$ cat src/hdl/assert_macros.svh
// Assertion macros used by the top-level RTL file
`ifndef ASSERT_MACROS_SVH
`define ASSERT_MACROS_SVH

// Clocked check, masked while reset is asserted
`define LPF_ASSERT(lbl, prop, msg) \
	lbl: assert property (@(posedge clk) disable iff (!arst_n) prop) else $error(msg);

// Clocked check that must also hold during reset
`define LPF_ASSERT_ALWAYS(lbl, prop, msg) \
	lbl: assert property (@(posedge clk) prop) else $error(msg);

`endif

$ cat src/hdl/lpf_pkg.sv
// Types, constants and codes of the look-ahead path follower
`timescale 1ns / 1ps
package lpf_pkg;
	localparam int PATH_DEPTH = 1024;
	localparam int IDX_W      = $clog2(PATH_DEPTH);
	localparam int LEN_W      = $clog2(PATH_DEPTH + 1);
	localparam int CFG_W      = 31;
	localparam int CFG_IDX_W  = 1;
	localparam int AD_W       = 33;
	localparam int SQ_W       = 2 * AD_W;
	localparam int D2_W       = SQ_W + 2;
	localparam int ROOT_W     = D2_W / 2;
	localparam int SPD_W      = ROOT_W + 1;
	localparam int NUM_W      = AD_W + SPD_W + 1;
	localparam int LO_W       = 18;

	localparam logic [CFG_W-1:0] LOOK_AHEAD_RST = 31'd65536;
	localparam logic [CFG_W-1:0] SPEED_BIAS_RST = 31'd6554;

	localparam logic [CFG_IDX_W-1:0] REG_LOOK_AHEAD = 1'd0;
	localparam logic [CFG_IDX_W-1:0] REG_SPEED_BIAS = 1'd1;

	localparam logic [1:0] CMD_LOAD  = 2'd0;
	localparam logic [1:0] CMD_CLEAR = 2'd1;
	localparam logic [1:0] CMD_STEP  = 2'd2;

	localparam logic [2:0] STS_ISSUED  = 3'd0;
	localparam logic [2:0] STS_ENDED   = 3'd1;
	localparam logic [2:0] STS_NO_PATH = 3'd2;
	localparam logic [2:0] STS_LOADED  = 3'd3;
	localparam logic [2:0] STS_FULL    = 3'd4;
	localparam logic [2:0] STS_CLEARED = 3'd5;

	typedef struct packed {
		logic signed [31:0] x;
		logic signed [31:0] y;
		logic signed [31:0] z;
	} vec3_t;

	typedef struct packed {
		logic [1:0]         command;
		logic signed [31:0] pos_x;
		logic signed [31:0] pos_y;
		logic signed [31:0] pos_z;
		logic signed [31:0] ref_vel_x;
		logic signed [31:0] ref_vel_y;
		logic signed [31:0] ref_vel_z;
	} in_item_t;

	typedef struct packed {
		logic [2:0]         status;
		logic signed [31:0] cmd_vel_x;
		logic signed [31:0] cmd_vel_y;
		logic signed [31:0] cmd_vel_z;
		logic [9:0]         nearest_index;
		logic [10:0]        target_index;
	} out_item_t;

	// handshake of the iterative units
	typedef struct packed {
		logic busy;
		logic done;
	} unit_sts_t;
endpackage

$ cat src/hdl/lpf_sqrt.sv
// Digit-by-digit integer square root, two radicand bits per cycle
`timescale 1ns / 1ps
module lpf_sqrt import lpf_pkg::*; (
	input  logic              clk,
	input  logic              arst_n,
	input  logic              start,
	input  logic [D2_W-1:0]   radicand,
	output unit_sts_t         sts,
	output logic [ROOT_W-1:0] root
);
	localparam int CNT_W = $clog2(ROOT_W + 1);
	localparam int REM_W = ROOT_W + 3;

	logic [D2_W-1:0]   rad_q;
	logic [REM_W-1:0]  rem_q;
	logic [ROOT_W-1:0] root_q;
	logic [CNT_W-1:0]  cnt_q;
	logic              busy_q, done_q;
	logic [REM_W-1:0]  rem_sh, trial;
	logic              ge;

	assign rem_sh = {rem_q[REM_W-3:0], rad_q[D2_W-1 -: 2]};
	assign trial  = {1'b0, root_q, 2'b01};
	assign ge     = rem_sh >= trial;

	always_ff @(posedge clk or negedge arst_n) begin
		if (!arst_n) begin
			busy_q <= 1'b0;
			done_q <= 1'b0;
			cnt_q  <= '0;
		end else begin
			done_q <= 1'b0;
			if (start) begin
				busy_q <= 1'b1;
				cnt_q  <= CNT_W'(ROOT_W);
			end else if (busy_q) begin
				cnt_q <= cnt_q - 1'b1;
				if (cnt_q == CNT_W'(1)) begin
					busy_q <= 1'b0;
					done_q <= 1'b1;
				end
			end
		end
	end

	always_ff @(posedge clk) begin
		if (start) begin
			rad_q  <= radicand;
			rem_q  <= '0;
			root_q <= '0;
		end else if (busy_q) begin
			rad_q  <= rad_q << 2;
			rem_q  <= ge ? rem_sh - trial : rem_sh;
			root_q <= {root_q[ROOT_W-2:0], ge};
		end
	end

	assign sts.busy = busy_q;
	assign sts.done = done_q;
	assign root     = root_q;
endmodule

$ cat config.mk
export PLATFORM = sky130hd
export DESIGN_NAME = lpf_sqrt
export DESIGN_NICKNAME = d
export VERILOG_FILES = /design/src/hdl/assert_macros.svh /design/src/hdl/lpf_pkg.sv /design/src/hdl/lpf_sqrt.sv
export SDC_FILE = /design/constraint.sdc
export NUM_CORES = 1
export LEC_CHECK = 0
export BUFFER_PORTS_ARGS = -buffer_cell sky130_fd_sc_hd__buf_2
export CORE_MARGIN = 2
export CORE_UTILIZATION = 60
export CTS_BUF_LIST = sky130_fd_sc_hd__clkbuf_4
export DETAILED_ROUTE_END_ITERATION = 10
export GPL_ROUTABILITY_DRIVEN = 0
export PLACE_DENSITY = 0.83
export RECOVER_POWER = 100
export SLEW_MARGIN = 5
export SYNTH_ARGS = -nofsm -noshare
export SYNTH_HDL_FRONTEND = slang
export SYNTH_SLANG_ARGS = --single-unit
$ cat constraint.sdc
create_clock -name clk -period 3.29 [get_ports clk]
set_input_delay 0.4935 -clock clk [delete_from_list [all_inputs] [get_ports clk]]
set_output_delay 0.4935 -clock clk [all_outputs]
set_load 0.05 [all_outputs]
==> results by group <==
Die
  – Starting Density: 62.0%
  – Chip height: 119 µm
  – Die outline width: 119 µm
  – Io pins: 107
  – Row cnt: 41
  – Core area: 0.0128 mm²
  – Die area: 0.0141 mm²

Synthesis
  – Seq/Total Area, Yosys: 45.8%
  – Avg Cell Area, Syn: 10.6 µm²
  – Most instantiated library cell after synthesis: nor2_1
  – Mapped Cells: 747
  – Synth area leaders: edfxtp_1, dfxtp_1, mux2_2, mux2i_1, ha_1
  – Cell taking the most area after synthesis: edfxtp_1
  – Synth warn: 0
  – Mapped Nets: 856
  – Top FF cell, synth: dfxtp_1
  – Post-synth top cells: nor2_1, dfxtp_1, edfxtp_1
  – Async SR Flop Fraction: 5.52%
  – Post-synth top area share: 25.8%
  – Yosys reg bits: 145
  – Syn Std Cell Area: 0.00792 mm²
  – EDFF count, synth: 68
  – Synth cell types: 66

Power
  – Max VDD drop: 0.423 mV
  – Logic pwr share: 55.2%
  – Total power divided by cell area: 835 mW/mm²
  – Clock power share: 13.7%
  – Seq pwr share: 31.1%
  – Internal power: 4.51 mW
  – P_leak: 4.03 nW
  – Switch Pwr: 3.03 mW
  – Net Sw Frac: 40.2%

Global routing
  – Initial antenna violation count: 1
  – GR Overflow Total: 0
  – All-layer global routing usage: 24.9%
  – Vias in the first global route: 6057
  – Pin count of the biggest net entering global routing: 70
  – Global-route wire length before repair: 28300 µm

Drt
  – Initial DRT Pass Iterations: 7
  – Vias: 6121
  – Detail Route Antenna Nets: 0
  – Post-Route WL: 17400 µm
  – Vias per cell: 5.80
  – DRT iter0 DRCs: 441
  – Residual DRC count: 0
  – Post-detailed-route wirelength per cell: 16.4 µm

Worst hold path
  – Hold path cells: 2
  – Hold crit path type: input port to flop

Critical path
  – Startpoint Class: flop
  – CP arrival: 3.55 ns
  – Crit path cell chain: inv_1 -> ha_1 -> clkbuf_1 -> nor2b_1 -> o2111ai_1 -> o211ai_1 -> a311oi_2 -> o21ai_0 -> a311oi_1 -> xnor2_1 -> mux2i_1 -> a211oi_1
  – CP Max Fanout: 5
  – Critical Path End Type: flop
  – Req. time, crit path: 3.75 ns
  – Max incr delay on CP: 0.39 ns
  – Buf+Inv Stages, Crit Path: 2
  – Reg2reg path depth: 12
  – Critical path class: flop to flop
  – Critical Path Stages: 12
  – CP delay by family, top: compound AO/OA/AOI/OAI gates
  – Crit-path slowest cell: a311oi_1

Placement
  – Hpwl dp: 12300 µm
  – DP Area: 0.00877 mm²
  – IO buf count: 106

Timing
  – Pins over their slew limit: 0
  – Clock skew: 0.0314 ns
  – Crit path time final: 3.10 ns
  – Final Setup Violations: 0
  – Tcrit/Tclk final: 94.1%
  – Worst-Margin Slew: 1.16 ns
  – Final hold viol count: 0
  – Max-slew headroom: 22.6%
  – Setup TNS: 0 ns
  – FMAX: 323 MHz
  – Hold Slack: 0.216 ns
  – RSZ-0062 raised after global routing: no

Final layout
  – Nets: 979
  – Post-route cell area: 0.00903 mm²
  – Area Overhead vs Synth: 14.0%
  – Share of cells above drive strength 1: 24.0%
  – Fillers: 951
  – Final Util: 70.7%

Clock network
  – Latest clock arrival within the worst-skew pair: 0.56 ns
  – Count of clock tree sinks: 145
  – CTS Root Cell: clkbuf_4
  – CTS Buf Count: 17
  – H-tree depth: 4
  – Clock Tree Buf Depth: 2
  – Clk slew on worst S/H paths: 0.13 ns
  – CTS tree: yes

Job
  – Max_cap viols: 0

Run status
  – Status: finished, final reports clean
[stage by stage]
stage | power (mW) | setup WS, ns | instances
after floorplan | 5.40 | 0.303 | 747
after global placement | 6.14 | 0.0401 | 1018
final | 7.54 | 0.195 | 1055
after CTS | 7.48 | 0.0926 | 1054
after detailed placement | 6.32 | -0.0855 | 1018
after global routing | 8.02 | 0.0333 | 1054
[cell usage in the layout (no fill, tap or decap), types with 30 or more instances in the layout]
| cell type | count |
|---|---|
| a21oi_1 | 32 |
| buf_2 | 68 |
| buf_4 | 30 |
| clkbuf_1 | 38 |
| dfxtp_1 | 69 |
| edfxtp_1 | 68 |
| ha_1 | 38 |
| inv_1 | 53 |
| mux2_2 | 66 |
| mux2i_1 | 57 |
| nand2_1 | 33 |
| nor2_1 | 75 |
| o21ai_0 | 30 |
[flip-flops by register name, indices dropped and copies added (netlist names)]
name / cells
rad_q: 68
cnt_q: 6
root: 34
busy_q: 1
rem_q: 35
done_q: 1
[path summary, 6_finish.rpt]
check	startpoint	to	slack (ns)
worst max register to register	root[0]	rem_q[18]	0.19
worst min-delay path	radicand[0]	rad_q[0]	0.22
worst max-delay path	root[0]	rem_q[18]	0.19
min in group asynchronous	arst_n	done_q	0.40
max in group asynchronous	arst_n	cnt_q[0]	2.60
worst min register to register	rem_q[10]	rem_q[10]	0.49
[layout make-up]
| class | count | area [µm²] | share of cell area, % |
|---|---|---|---|
| Clock inverter | 13 | 115 | 1.27 |
| Inverter | 53 | 199 | 2.20 |
| Multi-Input combinational cell | 510 | 3940 | 43.7 |
| Sequential cell | 145 | 3620 | 40.1 |
| Clock buffer | 18 | 135 | 1.50 |
| Antenna cell | 1 | 2.50 | 0.0277 |
| Tap cell | 172 | 215 | 2.38 |
| Timing Repair Buffer | 143 | 796 | 8.81 |
[per-layer routing]
metal | global-route usage [%] | routed length [µm] | vias up
li1 | - | - | 2945
met1 | 30.3 | 7310 | 2909
met2 | 41.7 | 8410 | 232
met3 | 7.52 | 1240 | 35
met4 | 9.38 | 393 | 0
met5 | 0 | 0 | -
[cell families after synthesis]
logic type / Yosys count / synth area share (%)
xor+xnor: 35 / 3.87
compound gates: 159 / 14.0
fa+ha+maj: 38 / 6.00
simple gates: 155 / 8.94
flops: 145 / 45.8
buf+inv: 92 / 4.88
mux: 123 / 16.6
[power by group through the flow]
stage          Combinational [mW]  Sequential, mW  Clock, mW
4_1_cts                      4.08            2.35       1.06
3_3_place_gp                 3.77            2.37          0
3_5_place_dp                 3.94            2.38          0
2_1_floorplan                3.03            2.37          0
6_report                     4.16            2.35       1.03
5_1_grt                      4.52            2.38       1.12
[repair_timing]
action                                 CTS  global route
pin swaps                                1             0
endpoints found under the hold margin    8             0
gates resized for setup                  0             3
buffers inserted                         4             0
hold buffers                             1             0
setup endpoints to repair               22            32
(Power assumes the default switching activity.)
