[config.mk]
export PLATFORM = sky130hd
export DESIGN_NAME = lpf_div
export DESIGN_NICKNAME = d
export VERILOG_FILES = /design/src/hdl/assert_macros.svh /design/src/hdl/lpf_pkg.sv /design/src/hdl/lpf_div.sv
export SDC_FILE = /design/constraint.sdc
export NUM_CORES = 1
export LEC_CHECK = 0
export ABC_CLOCK_PERIOD_IN_PS = 2700
export CAP_MARGIN = 20
export CORE_ASPECT_RATIO = 0.7
export CORE_MARGIN = 4
export CORE_UTILIZATION = 60
export CTS_BUF_LIST = sky130_fd_sc_hd__clkbuf_4 sky130_fd_sc_hd__clkbuf_8
export DETAILED_ROUTE_END_ITERATION = 8
export DONT_BUFFER_PORTS = 1
export PLACE_DENSITY = 0.79
export SETUP_SLACK_MARGIN = 0.2
export SKIP_LAST_GASP = 1
export SLEW_MARGIN = 20
export SYNTH_ARGS = -nofsm -noshare
export SYNTH_HDL_FRONTEND = slang
export SYNTH_SLANG_ARGS = --single-unit
[constraint.sdc]
create_clock -name clk -period 2.7 [get_ports clk]
set_input_delay 0.135 -clock clk [delete_from_list [all_inputs] [get_ports clk]]
set_output_delay 0.135 -clock clk [all_outputs]
set_load 0.05 [all_outputs]
[src/hdl/assert_macros.svh]
// Assertion macros used by the top-level RTL file
`ifndef ASSERT_MACROS_SVH
`define ASSERT_MACROS_SVH

// Clocked check, masked while reset is asserted
`define LPF_ASSERT(lbl, prop, msg) \
	lbl: assert property (@(posedge clk) disable iff (!arst_n) prop) else $error(msg);

// Clocked check that must also hold during reset
`define LPF_ASSERT_ALWAYS(lbl, prop, msg) \
	lbl: assert property (@(posedge clk) prop) else $error(msg);

`endif

[src/hdl/lpf_pkg.sv]
// Types, constants and codes of the look-ahead path follower
`timescale 1ns / 1ps
package lpf_pkg;
	localparam int PATH_DEPTH = 1024;
	localparam int IDX_W      = $clog2(PATH_DEPTH);
	localparam int LEN_W      = $clog2(PATH_DEPTH + 1);
	localparam int CFG_W      = 31;
	localparam int CFG_IDX_W  = 1;
	localparam int AD_W       = 33;
	localparam int SQ_W       = 2 * AD_W;
	localparam int D2_W       = SQ_W + 2;
	localparam int ROOT_W     = D2_W / 2;
	localparam int SPD_W      = ROOT_W + 1;
	localparam int NUM_W      = AD_W + SPD_W + 1;
	localparam int LO_W       = 18;

	localparam logic [CFG_W-1:0] LOOK_AHEAD_RST = 31'd65536;
	localparam logic [CFG_W-1:0] SPEED_BIAS_RST = 31'd6554;

	localparam logic [CFG_IDX_W-1:0] REG_LOOK_AHEAD = 1'd0;
	localparam logic [CFG_IDX_W-1:0] REG_SPEED_BIAS = 1'd1;

	localparam logic [1:0] CMD_LOAD  = 2'd0;
	localparam logic [1:0] CMD_CLEAR = 2'd1;
	localparam logic [1:0] CMD_STEP  = 2'd2;

	localparam logic [2:0] STS_ISSUED  = 3'd0;
	localparam logic [2:0] STS_ENDED   = 3'd1;
	localparam logic [2:0] STS_NO_PATH = 3'd2;
	localparam logic [2:0] STS_LOADED  = 3'd3;
	localparam logic [2:0] STS_FULL    = 3'd4;
	localparam logic [2:0] STS_CLEARED = 3'd5;

	typedef struct packed {
		logic signed [31:0] x;
		logic signed [31:0] y;
		logic signed [31:0] z;
	} vec3_t;

	typedef struct packed {
		logic [1:0]         command;
		logic signed [31:0] pos_x;
		logic signed [31:0] pos_y;
		logic signed [31:0] pos_z;
		logic signed [31:0] ref_vel_x;
		logic signed [31:0] ref_vel_y;
		logic signed [31:0] ref_vel_z;
	} in_item_t;

	typedef struct packed {
		logic [2:0]         status;
		logic signed [31:0] cmd_vel_x;
		logic signed [31:0] cmd_vel_y;
		logic signed [31:0] cmd_vel_z;
		logic [9:0]         nearest_index;
		logic [10:0]        target_index;
	} out_item_t;

	// handshake of the iterative units
	typedef struct packed {
		logic busy;
		logic done;
	} unit_sts_t;
endpackage

[src/hdl/lpf_div.sv]
// Restoring divider, one quotient bit per cycle
`timescale 1ns / 1ps
module lpf_div import lpf_pkg::*; (
	input  logic              clk,
	input  logic              arst_n,
	input  logic              start,
	input  logic [NUM_W-1:0]  num,
	input  logic [ROOT_W-1:0] den,
	output unit_sts_t         sts,
	output logic [NUM_W-1:0]  quo
);
	localparam int CNT_W = $clog2(NUM_W + 1);

	logic [NUM_W-1:0]  q_q;
	logic [ROOT_W-1:0] rem_q, den_q;
	logic [CNT_W-1:0]  cnt_q;
	logic              busy_q, done_q;
	logic [ROOT_W:0]   rem_sh, rem_sub;
	logic              ge;

	assign rem_sh  = {rem_q, q_q[NUM_W-1]};
	assign ge      = rem_sh >= {1'b0, den_q};
	assign rem_sub = rem_sh - {1'b0, den_q};

	always_ff @(posedge clk or negedge arst_n) begin
		if (!arst_n) begin
			busy_q <= 1'b0;
			done_q <= 1'b0;
			cnt_q  <= '0;
		end else begin
			done_q <= 1'b0;
			if (start) begin
				busy_q <= 1'b1;
				cnt_q  <= CNT_W'(NUM_W);
			end else if (busy_q) begin
				cnt_q <= cnt_q - 1'b1;
				if (cnt_q == CNT_W'(1)) begin
					busy_q <= 1'b0;
					done_q <= 1'b1;
				end
			end
		end
	end

	// dividend shifts out on top while quotient bits enter below
	always_ff @(posedge clk) begin
		if (start) begin
			q_q   <= num;
			rem_q <= '0;
			den_q <= den;
		end else if (busy_q) begin
			q_q   <= {q_q[NUM_W-2:0], ge};
			rem_q <= ge ? rem_sub[ROOT_W-1:0] : rem_sh[ROOT_W-1:0];
		end
	end

	assign sts.busy = busy_q;
	assign sts.done = done_q;
	assign quo      = q_q;
endmodule

==> flow_summary.toml <==
[status]
outcome = "complete, but fails checks"
violations = "design-rule violations, negative setup slack"

[global_routing]
grt_pass1_wl_um = 43800
grt_max_degree = 79
grtUsageTotal_pct = 36.9
grt_pass1_vias = 7829
gr-total-overflow = 0
antenna_found_initial = 1

[setup_path]
path_class = "flip-flop to flip-flop"
r2r_cells = 13
r2r_slack_ps = -490
crit_path_start = "den_q[23]$_DFFE_PP_"
crit_slowest_cell = "edfxtp_1"
critPathMaxFanout = 7
required_ps = 3050
crit_path_end = "rem_q[32]$_SDFFE_PP0P_"
reg2reg_to = "rem_q[32]$_SDFFE_PP0P_"
worstSetupStartpointType = "flip-flop"
path_cells = "inv_1 -> ha_1 -> and4_4 -> nand4_1 -> or3_1 -> nor3_2 -> a311oi_2 -> buf_4 -> o311a_4 -> buf_12 -> buf_8 -> a41oi_1 -> o31ai_1"
rr_startpoint = "den_q[23]$_DFFE_PP_"
cpPeakStageDelay_ps = 420
arrival_ps = 3540
end_kind = "flip-flop"

[logic_synthesis]
seq_area_frac_synth_pct = 50.8
yosys_warnings = 0
synth_area_leader_cell = "edfxtp_1"
synth-async-reset-ratio_pct = 6.16
synthTopCellsByCount = "edfxtp_1, mux2_2, nand2_1"
synthDominantCellAreaShare_pct = 39.3
synth_ff_type = "edfxtp_1"
ys_ff_latch = 146
syn_inst = 708
synth_area_sq_um = 7870
syn-num-nets = 851
yosys-top-cells-area = "edfxtp_1, mux2_2, dfxtp_1"
synth_cell_type_count = 67
yosysMostFrequentCell = "edfxtp_1"
synth_edf_count = 103
avgSynthCellArea_sq_um = 11.1

[power_and_ir_drop]
power.density_nw_per_um2 = 1020
p_leak_nw = 4.69
peakVddDrop_v = 0.000615

[timing]
max_freq_ghz = 0.313
finalCriticalPeriod_ps = 3190
worst_slack_ps = -491
fin_crit_sh_pct = 118
fin_worst_skew_ps = 21.7
fin_setup_tns_ps = -11530
max-slew-margin-rel_pct = 38.1
slew_violations = 0
rsz0062_at_grt = "yes"
final_hold_viol_count = 0
timing.hold.ws_ps = 24.8
tightest_slew_ps = 929
finalSetupViolations = 35

[placement]
place_congestion = 0.881
dp_hpwl_um = 12600
numPortBuffers = 0

[hold_path]
min_path_type = "input pin to async pin"

[floorplanning]
initial_core_util_pct = 62.3
die_height_um = 104
fp.dieW_um = 145
coreArea_sq_um = 12600
rows = 34
ios = 177
die_area_sq_um = 15000

[drt]
num_vias = 8126
drt_pre_antenna_iters = 9
wl_per_cell_um = 30.3
viasPerCell = 7.09
detail-route-antenna-nets = 0
first_iter_violations = 1278
routed_wl_um = 34700
drc_errors = 56

[flow_run]
cap_violations = 0

[cells_and_area]
seq_area_sq_um = 4000
area_growth_pct = 49.4
nFillCells = 359
drive_gt1_share_pct = 33.6
nets = 1113
multi_input_area_sq_um = 4240

[cts]
clkSlewWorstSetupHoldPaths_ps = 110
clk_latency_ps = 490
cts_buffers = 17
cts_tree = "built"
h-tree-depth = 4
clk_path_buf_depth = 2
root_buffer = "clkbuf_8"
numClockSinks = 146
-- where the power goes --
part | total, mW | switching [mW] | internal, mW
logic | 6.34 | 3.41 | 2.93
registers | 3.68 | 0.863 | 2.82
clock network | 1.94 | 1.15 | 0.790
total | 12.0 | 5.42 | 6.54
-- flip-flops by register name, indices dropped and copies added, names as in the netlist --
| signal | flops |
|---|---|
| done_q | 1 |
| quo | 69 |
| rem_q | 34 |
| den_q | 34 |
| busy_q | 1 |
| cnt_q | 7 |
-- cell usage in the layout (no fill, tap or decap), types with 7 or more instances in the layout --
| cell | instances |
|---|---|
| xnor2_1 | 19 |
| dlygate4sd3_1 | 179 |
| nand2_2 | 14 |
| nand2_1 | 50 |
| ha_1 | 19 |
| dfxtp_1 | 34 |
| mux2_2 | 68 |
| nor3_1 | 11 |
| clkbuf_8 | 17 |
| inv_1 | 44 |
| ha_4 | 15 |
| a21oi_1 | 25 |
| a311oi_2 | 19 |
| nand3_1 | 10 |
| xor2_1 | 11 |
| a21oi_2 | 13 |
| a21o_1 | 8 |
| edfxtp_1 | 103 |
| dfrtp_1 | 8 |
| o21ai_0 | 10 |
| nand2b_1 | 7 |
| nand4_1 | 7 |
| nor2_1 | 55 |
| buf_4 | 81 |
-- critical path: cells and delay by family, from the launching register on --
| kind | cells | cell delay (ps) |
|---|---|---|
| DFF | 1 | 420 |
| and+or+nand+nor | 4 | 960 |
| AOI/OAI and AO/OA | 4 | 780 |
| buffers and inverters | 4 | 550 |
| adders and majority gates | 1 | 340 |
-- per-stage QoR --
step,std cells,power [mW],utilization (%),instance area (sq um),setup WS (ps)
floorplan,708,6.08,-,7950,-97.6
global placement,909,7.09,67.6,8550,-47.4
detailed placement,909,7.22,67.6,8550,-110
CTS,1132,10.1,89.5,11300,6.07
global route,1146,12.1,93.1,11800,-475
finish,1146,12.0,93.1,11800,-491
-- worst min path at each step --
| stage | from | endpoint | cells after the start |
|---|---|---|---|
| after global routing | arst_n | cnt_q[6]$_DFFE_PN0P_ | 1 |
| after detailed placement | arst_n | done_q$_DFF_PN0_ | 0 |
| final | arst_n | cnt_q[1]$_DFFE_PN0P_ | 1 |
| after floorplan | arst_n | busy_q$_DFF_PN0_ | 0 |
| after CTS | start | rem_q[30]$_SDFFE_PP0P_ | 3 |
| after global placement | arst_n | done_q$_DFF_PN0_ | 0 |
-- final cells by class --
class | count | area share [%]
repair buffers | 278 | 23.1
well taps | 162 | 1.72
multi-input cells | 475 | 36.1
flip-flops and latches | 146 | 34.0
clock inverters | 14 | 1.38
clock buffers | 18 | 2.05
diodes | 1 | 0.0213
inverters | 52 | 1.69
-- cell families (layout without fill, tap and decap cells) --
kind of cell | after synthesis | in the layout | synth area share [%]
other cells | 0 | 1 | 0
fa+ha+maj | 37 | 37 | 5.97
compound gates | 147 | 147 | 14.0
xor+xnor | 31 | 31 | 3.45
flops | 146 | 146 | 50.8
mux | 70 | 70 | 10.0
simple gates | 190 | 190 | 11.0
buf+inv | 87 | 362 | 4.80
-- metal layers --
layer  vias to the layer above  GRT usage (%)  part of all wire (%)
met5                         -              0                     0
met4                         0           20.5                    10
met3                       367           9.69                    12
met2                       898           64.6                    46
met1                      3749           41.2                    31
li1                       3112              -                     -
-- timing repair --
item	CTS	global route
pin swaps	39	35
setup buffers	10	12
resized for setup	81	62
endpoints found under the setup margin	35	35
cloned	1	1
endpoints found under the hold margin	182	0
hold buffers	180	0
(Power assumes the default switching activity.)
